--- src/sv/sfvc_pkg.sv ---
`timescale 1ns / 1ps

package sfvc_pkg;

    // Taylor series: seven sine terms, eight cosine terms
    localparam int TERMS = 8;

    // Angles in Q30 radians
    localparam logic signed [33:0] HALF_PI_Q30 = 34'sd1686629713;
    localparam logic signed [33:0] PI_Q30      = 34'sd3373259426;
    localparam logic [31:0]        ONE_Q30     = 32'd1073741824;

    // Velocity full scale, Q1.14
    localparam logic [14:0] VEL_ONE = 15'd16384;

    // Spring gain after reset, Q8.8
    localparam logic [15:0] GAIN_RESET = 16'd256;

    // Per-term divisors n*(n+1), reciprocals floor(2^K / d) and shifts K.
    // The reciprocal estimate is low by at most one; one correction fixes it.
    localparam logic [7:0] SIN_DIV [0:TERMS-1] = '{
        8'd6, 8'd20, 8'd42, 8'd72, 8'd110, 8'd156, 8'd210, 8'd1};
    localparam logic [31:0] SIN_MUL [0:TERMS-1] = '{
        32'd2863311530, 32'd3435973836, 32'd3272356035, 32'd3817748707,
        32'd2498890063, 32'd3524075730, 32'd2617884828, 32'd0};
    localparam int SIN_SHIFT [0:TERMS-1] = '{34, 36, 37, 38, 38, 39, 39, 32};

    localparam logic [7:0] COS_DIV [0:TERMS-1] = '{
        8'd2, 8'd12, 8'd30, 8'd56, 8'd90, 8'd132, 8'd182, 8'd240};
    localparam logic [31:0] COS_MUL [0:TERMS-1] = '{
        32'd2147483648, 32'd2863311530, 32'd2290649224, 32'd2454267026,
        32'd3054198966, 32'd4164816771, 32'd3020636340, 32'd2290649224};
    localparam int COS_SHIFT [0:TERMS-1] = '{32, 35, 36, 37, 38, 39, 39, 39};

    // Position difference and offset magnitudes
    typedef struct packed {
        logic signed [32:0] dx;
        logic signed [32:0] dy;
        logic [31:0]        ox_mag;
        logic [31:0]        oy_mag;
    } t_geo;

    // Trig values and axis signs traveling beside the magnitude path
    typedef struct packed {
        logic signed [31:0] c;
        logic signed [31:0] s;
        logic               sx_nz;
        logic               sx_neg;
        logic               sy_nz;
        logic               sy_neg;
        logic               sh;
    } t_side;

endpackage

--- src/sv/sfvc_sqrt.sv ---
`timescale 1ns / 1ps

// Floor square root of a 64-bit value, two result bits per stage
module sfvc_sqrt (
    input  logic            i_clk,
    input  logic            i_rst_n,
    input  logic            i_en,
    input  logic            i_valid,
    input  logic [63:0]     i_n,
    input  sfvc_pkg::t_side i_side,
    output logic            o_valid,
    output logic [31:0]     o_root,
    output sfvc_pkg::t_side o_side
);

    localparam int STAGES = 16;

    typedef struct packed {
        logic [33:0]     rem;
        logic [31:0]     root;
        logic [63:0]     n;
        sfvc_pkg::t_side sd;
    } t_sq;

    logic r_v  [0:STAGES-1];
    t_sq  r_q  [0:STAGES-1];
    logic w_vi [0:STAGES-1];
    t_sq  w_qi [0:STAGES-1];

    for (genvar g = 0; g < STAGES; g++) begin : g_stage
        logic [35:0] w_rr;
        logic [35:0] w_trial;
        logic [33:0] w_rem;
        logic [31:0] w_root;

        if (g == 0) begin : g_first
            assign w_vi[g] = i_valid;
            assign w_qi[g] = '{rem: '0, root: '0, n: i_n, sd: i_side};
        end else begin : g_next
            assign w_vi[g] = r_v[g-1];
            assign w_qi[g] = r_q[g-1];
        end

        // Two restoring steps
        always_comb begin
            w_rem  = w_qi[g].rem;
            w_root = w_qi[g].root;
            w_rr   = '0;
            w_trial = '0;
            for (int k = 0; k < 2; k++) begin
                w_rr    = {w_rem, w_qi[g].n[63 - 4*g - 2*k -: 2]};
                w_trial = {2'b00, w_root, 2'b01};
                if (w_rr >= w_trial) begin
                    w_rem  = 34'(w_rr - w_trial);
                    w_root = {w_root[30:0], 1'b1};
                end else begin
                    w_rem  = 34'(w_rr);
                    w_root = {w_root[30:0], 1'b0};
                end
            end
        end

        always_ff @(posedge i_clk) begin
            if (!i_rst_n) begin
                r_v[g] <= 1'b0;
            end else if (i_en) begin
                r_v[g]      <= w_vi[g];
                r_q[g].rem  <= w_rem;
                r_q[g].root <= w_root;
                r_q[g].n    <= w_qi[g].n;
                r_q[g].sd   <= w_qi[g].sd;
            end
        end
    end

    assign o_valid = r_v[STAGES-1];
    assign o_root  = r_q[STAGES-1].root;
    assign o_side  = r_q[STAGES-1].sd;

endmodule

--- config.mk ---
export PLATFORM = sky130hd
export DESIGN_NAME = sfvc_sqrt
export DESIGN_NICKNAME = d
export VERILOG_FILES = /design/src/sv/sfvc_pkg.sv /design/src/sv/sfvc_sqrt.sv
export SDC_FILE = /design/constraint.sdc
export NUM_CORES = 2
export LEC_CHECK = 0
export BUFFER_PORTS_ARGS = -buffer_cell sky130_fd_sc_hd__buf_2
export CELL_PAD_IN_SITES_DETAIL_PLACEMENT = 2
export CELL_PAD_IN_SITES_GLOBAL_PLACEMENT = 2
export CORE_MARGIN = 2
export CORE_UTILIZATION = 48
export DETAILED_ROUTE_END_ITERATION = 8
export GPL_ROUTABILITY_DRIVEN = 1
export PLACE_DENSITY = 0.84
export SLEW_MARGIN = 20
export SYNTH_ARGS = -nofsm -noshare
export SYNTH_HDL_FRONTEND = slang
export SYNTH_SLANG_ARGS = --single-unit
export TNS_END_PERCENT = 5
--- constraint.sdc ---
create_clock -name i_clk -period 194.4 [get_ports i_clk]
set_clock_uncertainty 0.1 [all_clocks]
set_input_delay 29.16 -clock i_clk [delete_from_list [all_inputs] [get_ports i_clk]]
set_output_delay 29.16 -clock i_clk [all_outputs]
set_load 0.02 [all_outputs]
==> results.md, run 1 <==
* Unique masters post-synth at 109
* Main synth FF type: edfxtp_1
* Post-synthesis cell count at 9361
* Synth area leader: edfxtp_1
* Root buffer cell: clkbuf_16
* # Post-CTS Setup Buffers at 0
* Die W at 496 microns
* EDFF count, synth at 2358
* Post-synth top area share at 0.609
* Status: stopped before the end
* CTS Buf Count at 280
* Syn. warnings at 0
* Clock Tree Buf Depth at 4
* DPL Wire Length at 339000 microns
* Boundary pin count at 239
* Synth area leaders: edfxtp_1, ha_1, xnor2_1
* Cts-stage hold buffer count at 0
* Post-synth top cells: edfxtp_1, a21oi_1, nor2_1
* CTS resizes at 0
* Yosys reg bits at 2359
* Overall die height at 496 microns
* Post-Syn Area at 116000 sq um
* CTS Sinks at 2359
* Sequential area share after synthesis at 0.609
* Htree depth at 5
* # rows at 180
* Port-buffer cells at 238
* Async SR Flop Fraction at 0
* Count leader, synth: edfxtp_1
* Tool Error: [ERROR DPL-0033] detailed placement checks failed during check placement.
* Routability Congestion at 0.911
* Starting Density at 0.483
* Mapped Avg Cell Area at 12.4 sq um
* Halt Stage: clock tree synthesis
[per-stage QoR]
stage                     setup slack [ns]  area (sq um)  hold WS (ns)  cells   util
after detailed placement            158.39        120000         0.305  12522  0.500
after floorplan                     109.15        116000         0.300   9363      -
after global placement              159.21        120000         0.300  12522  0.500
[cells by family after synthesis]
logic type	after synthesis	share of synthesized area
simple gates	2637	0.115
flops	2359	0.609
compound gates	2108	0.117
buf+inv	812	0.0299
xor+xnor	747	0.0562
fa+ha+maj	558	0.0600
mux	139	0.0132
other cells	1	0.0000322
==> run 2, diff against run 1 <==
--- a/config.mk
+++ b/config.mk
@@ -6,13 +6,11 @@
 export NUM_CORES = 2
 export LEC_CHECK = 0
 export BUFFER_PORTS_ARGS = -buffer_cell sky130_fd_sc_hd__buf_2
-export CELL_PAD_IN_SITES_DETAIL_PLACEMENT = 2
-export CELL_PAD_IN_SITES_GLOBAL_PLACEMENT = 2
 export CORE_MARGIN = 2
-export CORE_UTILIZATION = 48
+export CORE_UTILIZATION = 40
 export DETAILED_ROUTE_END_ITERATION = 8
 export GPL_ROUTABILITY_DRIVEN = 1
-export PLACE_DENSITY = 0.84
+export PLACE_DENSITY_LB_ADDON = 0.15
 export SLEW_MARGIN = 20
 export SYNTH_ARGS = -nofsm -noshare
 export SYNTH_HDL_FRONTEND = slang
==> results.md, run 2 <==
* Unique masters post-synth at 109
* Most flops, register: r_q
* Req. time, crit path at 194.77 ns
* Hold Path Origin: r_q[1][447]$_DFFE_PP_
* Gr usage total at 0.177
* Setup ws final at 159.39 ns
* Switch share at 0.289
* Reg2reg path depth at 21
* Vias in the first global route at 72278
* Die area at 295000 sq um
* Switching power total at 0.418 mW
* Critical Path Slowest Stage Cell: buf_4
* Gate power share at 0.225
* Sequential area share after synthesis at 0.609
* Final setup viols at 0
* Critical path class: input port to flop
* Syn. warnings at 0
* Fraction of layout cells with a size suffix above 1 at 0.0973
* Slew @ Worst Pin at 1.14 ns
* Initial antenna violation count at 4
* Commonest non-fill, non-tap cell in the layout: edfxtp_1
* Clock Tree Buf Depth at 4
* Post-synth top cells: edfxtp_1, a21oi_1, nor2_1
* DRT Pass-1 Iters at 7
* Fin. max-slew vios at 0
* Post-synth top area share at 0.609
* Startpoint Class: input port
* Crit path buffers/inverters at 7
* CTS tree: yes
* Worst Hold Margin at 0.293 ns
* Status: finished, final reports clean
* Synth area leader: edfxtp_1
* Synth area leaders: edfxtp_1, ha_1, xnor2_1
* Unrepaired setup endpoints after global routing: no
* Count leader, synth: edfxtp_1
* Synthesis-to-finish area growth at 11.9%
* Critical Path AT at 35.38 ns
* Drt first-iter violations at 5016
* Yosys reg bits at 2359
* Vias at 72911
* Boundary pin count at 239
* Core area at 290000 sq um
* Root buffer cell: clkbuf_16
* NumNets Final at 10312
* Worst vdd ir at 0.00723 mV
* Leakage at 47.6 nW
* Critical-path cell list: buf_2, and2_4, buf_4, buf_4, buf_12, buf_4, buf_12, buf_4
* Overall die height at 543 microns
* Routed vias/inst at 5.31
* DR WL/cell at 19.6 microns
* Setup crit end kind: flop
* Fill cell count at 26275
* Largest regs: r_q: 2343 flops, r_v: 16 flops
* Cts-stage hold buffer count at 0
* Post-route clock period utilization at 0.180
* Clock Latency Late Sink at 0.89 ns
* PwrDens at 11.1 nW/um^2
* Port-buffer cells at 238
* Largest net degree at the start of global routing at 190
* # Max-Cap Violations at 0
* EDFF count, synth at 2358
* Htree depth at 5
* Slew headroom at 0.218
* CTS Buf Count at 267
* Critical path peak fanout at 189
* Worst-path clk slew at 0.06 ns
* Max reg flops at 2343
* Die W at 543 microns
* Clock power share at 0.344
* Starting Density at 0.401
* Flop2flop setup slack at 186.13 ns
* # rows at 198
* Fmax at 28.6 MHz
* Most frequent cells in the layout: edfxtp_1, a21oi_1, nor2_1, nand2_1, ha_1
* Mapped Avg Cell Area at 12.4 sq um
* Routability Congestion at 0.913
* Util after Layout at 0.449
* DPL Wire Length at 198000 microns
* First-pass GRT wire length at 413000 microns
* Post-Syn Area at 116000 sq um
* Hold Vio Cnt, Final at 0
* Crit path time final at 35.01 ns
* Post-synthesis cell count at 9361
* Worst r2r src: r_q[1][137]$_DFFE_PP_
* Cell mode on critical path: buf_4
* Drc violations at 0
* Worst path max stage delay at 0.93 ns
* Hold path depth at 0
* # Post-CTS Setup Buffers at 0
* Routed WL at 268000 microns
* CTS resizes at 0
* CTS Sinks at 2359
* Delay-heaviest family, CP: buffers and inverters
* Main synth FF type: edfxtp_1
* Setup TNS at 0 ns
* Antenna-violating nets left at 0
* Async SR Flop Fraction at 0
* Worst r2r dst: r_q[1][392]$_DFFE_PP_
* Cell-internal power at 1.03 mW
* Power share of the sequential group at 0.431
* Aggregate global routing overflow at 0
* Worst hold endpoint: r_q[1][646]$_DFFE_PP_
* Hold WC Path Type: flop to flop
* Place WS at 158.48 ns
run 2: cell counts after synthesis:
No cell type changed its count.
run 2: worst max path at each step:
stage,slack (ns),end,start,cells after the start
global route,158.85,r_q[0][965]$_DFFE_PP_,i_rst_n,8
floorplan,109.15,r_q[0][0]$_DFFE_PP_,i_rst_n,2
finish,159.39,r_q[0][507]$_DFFE_PP_,i_en,8
CTS,159.42,r_q[0][514]$_DFFE_PP_,i_en,8
global placement,158.67,r_q[0][133]$_DFFE_PP_,i_en,8
detailed placement,158.48,r_q[0][123]$_DFFE_PP_,i_en,8
run 2: cell families after synthesis:
family / share of synthesized area
xor+xnor: 0.0562
mux: 0.0132
other cells: 0.0000322
flops: 0.609
simple gates: 0.115
fa+ha+maj: 0.0600
compound gates: 0.117
buf+inv: 0.0299
run 2: stage by stage:
stage | instances | area (sq um) | total power, mW
4_1_cts | 13722 | 130000 | 1.46
3_3_place_gp | 13246 | 121000 | 0.954
2_1_floorplan | 9363 | 116000 | 0.924
5_1_grt | 13725 | 130000 | 1.52
3_5_place_dp | 13246 | 121000 | 0.955
6_report | 13725 | 130000 | 1.45
run 2: power groups by stage:
stage	logic [mW]	registers, mW	clock network, mW
2_1_floorplan	0.247	0.677	0
3_3_place_gp	0.320	0.633	0
3_5_place_dp	0.322	0.633	0
4_1_cts	0.324	0.623	0.517
5_1_grt	0.361	0.626	0.536
6_report	0.324	0.623	0.498
run 2: cell type report:
cell class,instances,area [sq um],area share
diodes,1,2.50,0.0000192
clock buffers,320,6970,0.0535
clock inverters,156,1790,0.0138
inverters,484,1820,0.0140
multi-input cells,6192,42100,0.323
flip-flops and latches,2359,70800,0.544
well taps,3900,4880,0.0375
repair buffers,313,1830,0.0140
run 2: metal layers:
layer	vias to the layer above	track usage	routed length (microns)
met5	-	0	0
met4	0	0.0879	13700
met3	546	0.0203	9170
met2	1531	0.300	129000
met1	35100	0.223	116000
li1	35734	-	-
Note: power is estimated with default switching activity, not from simulation.
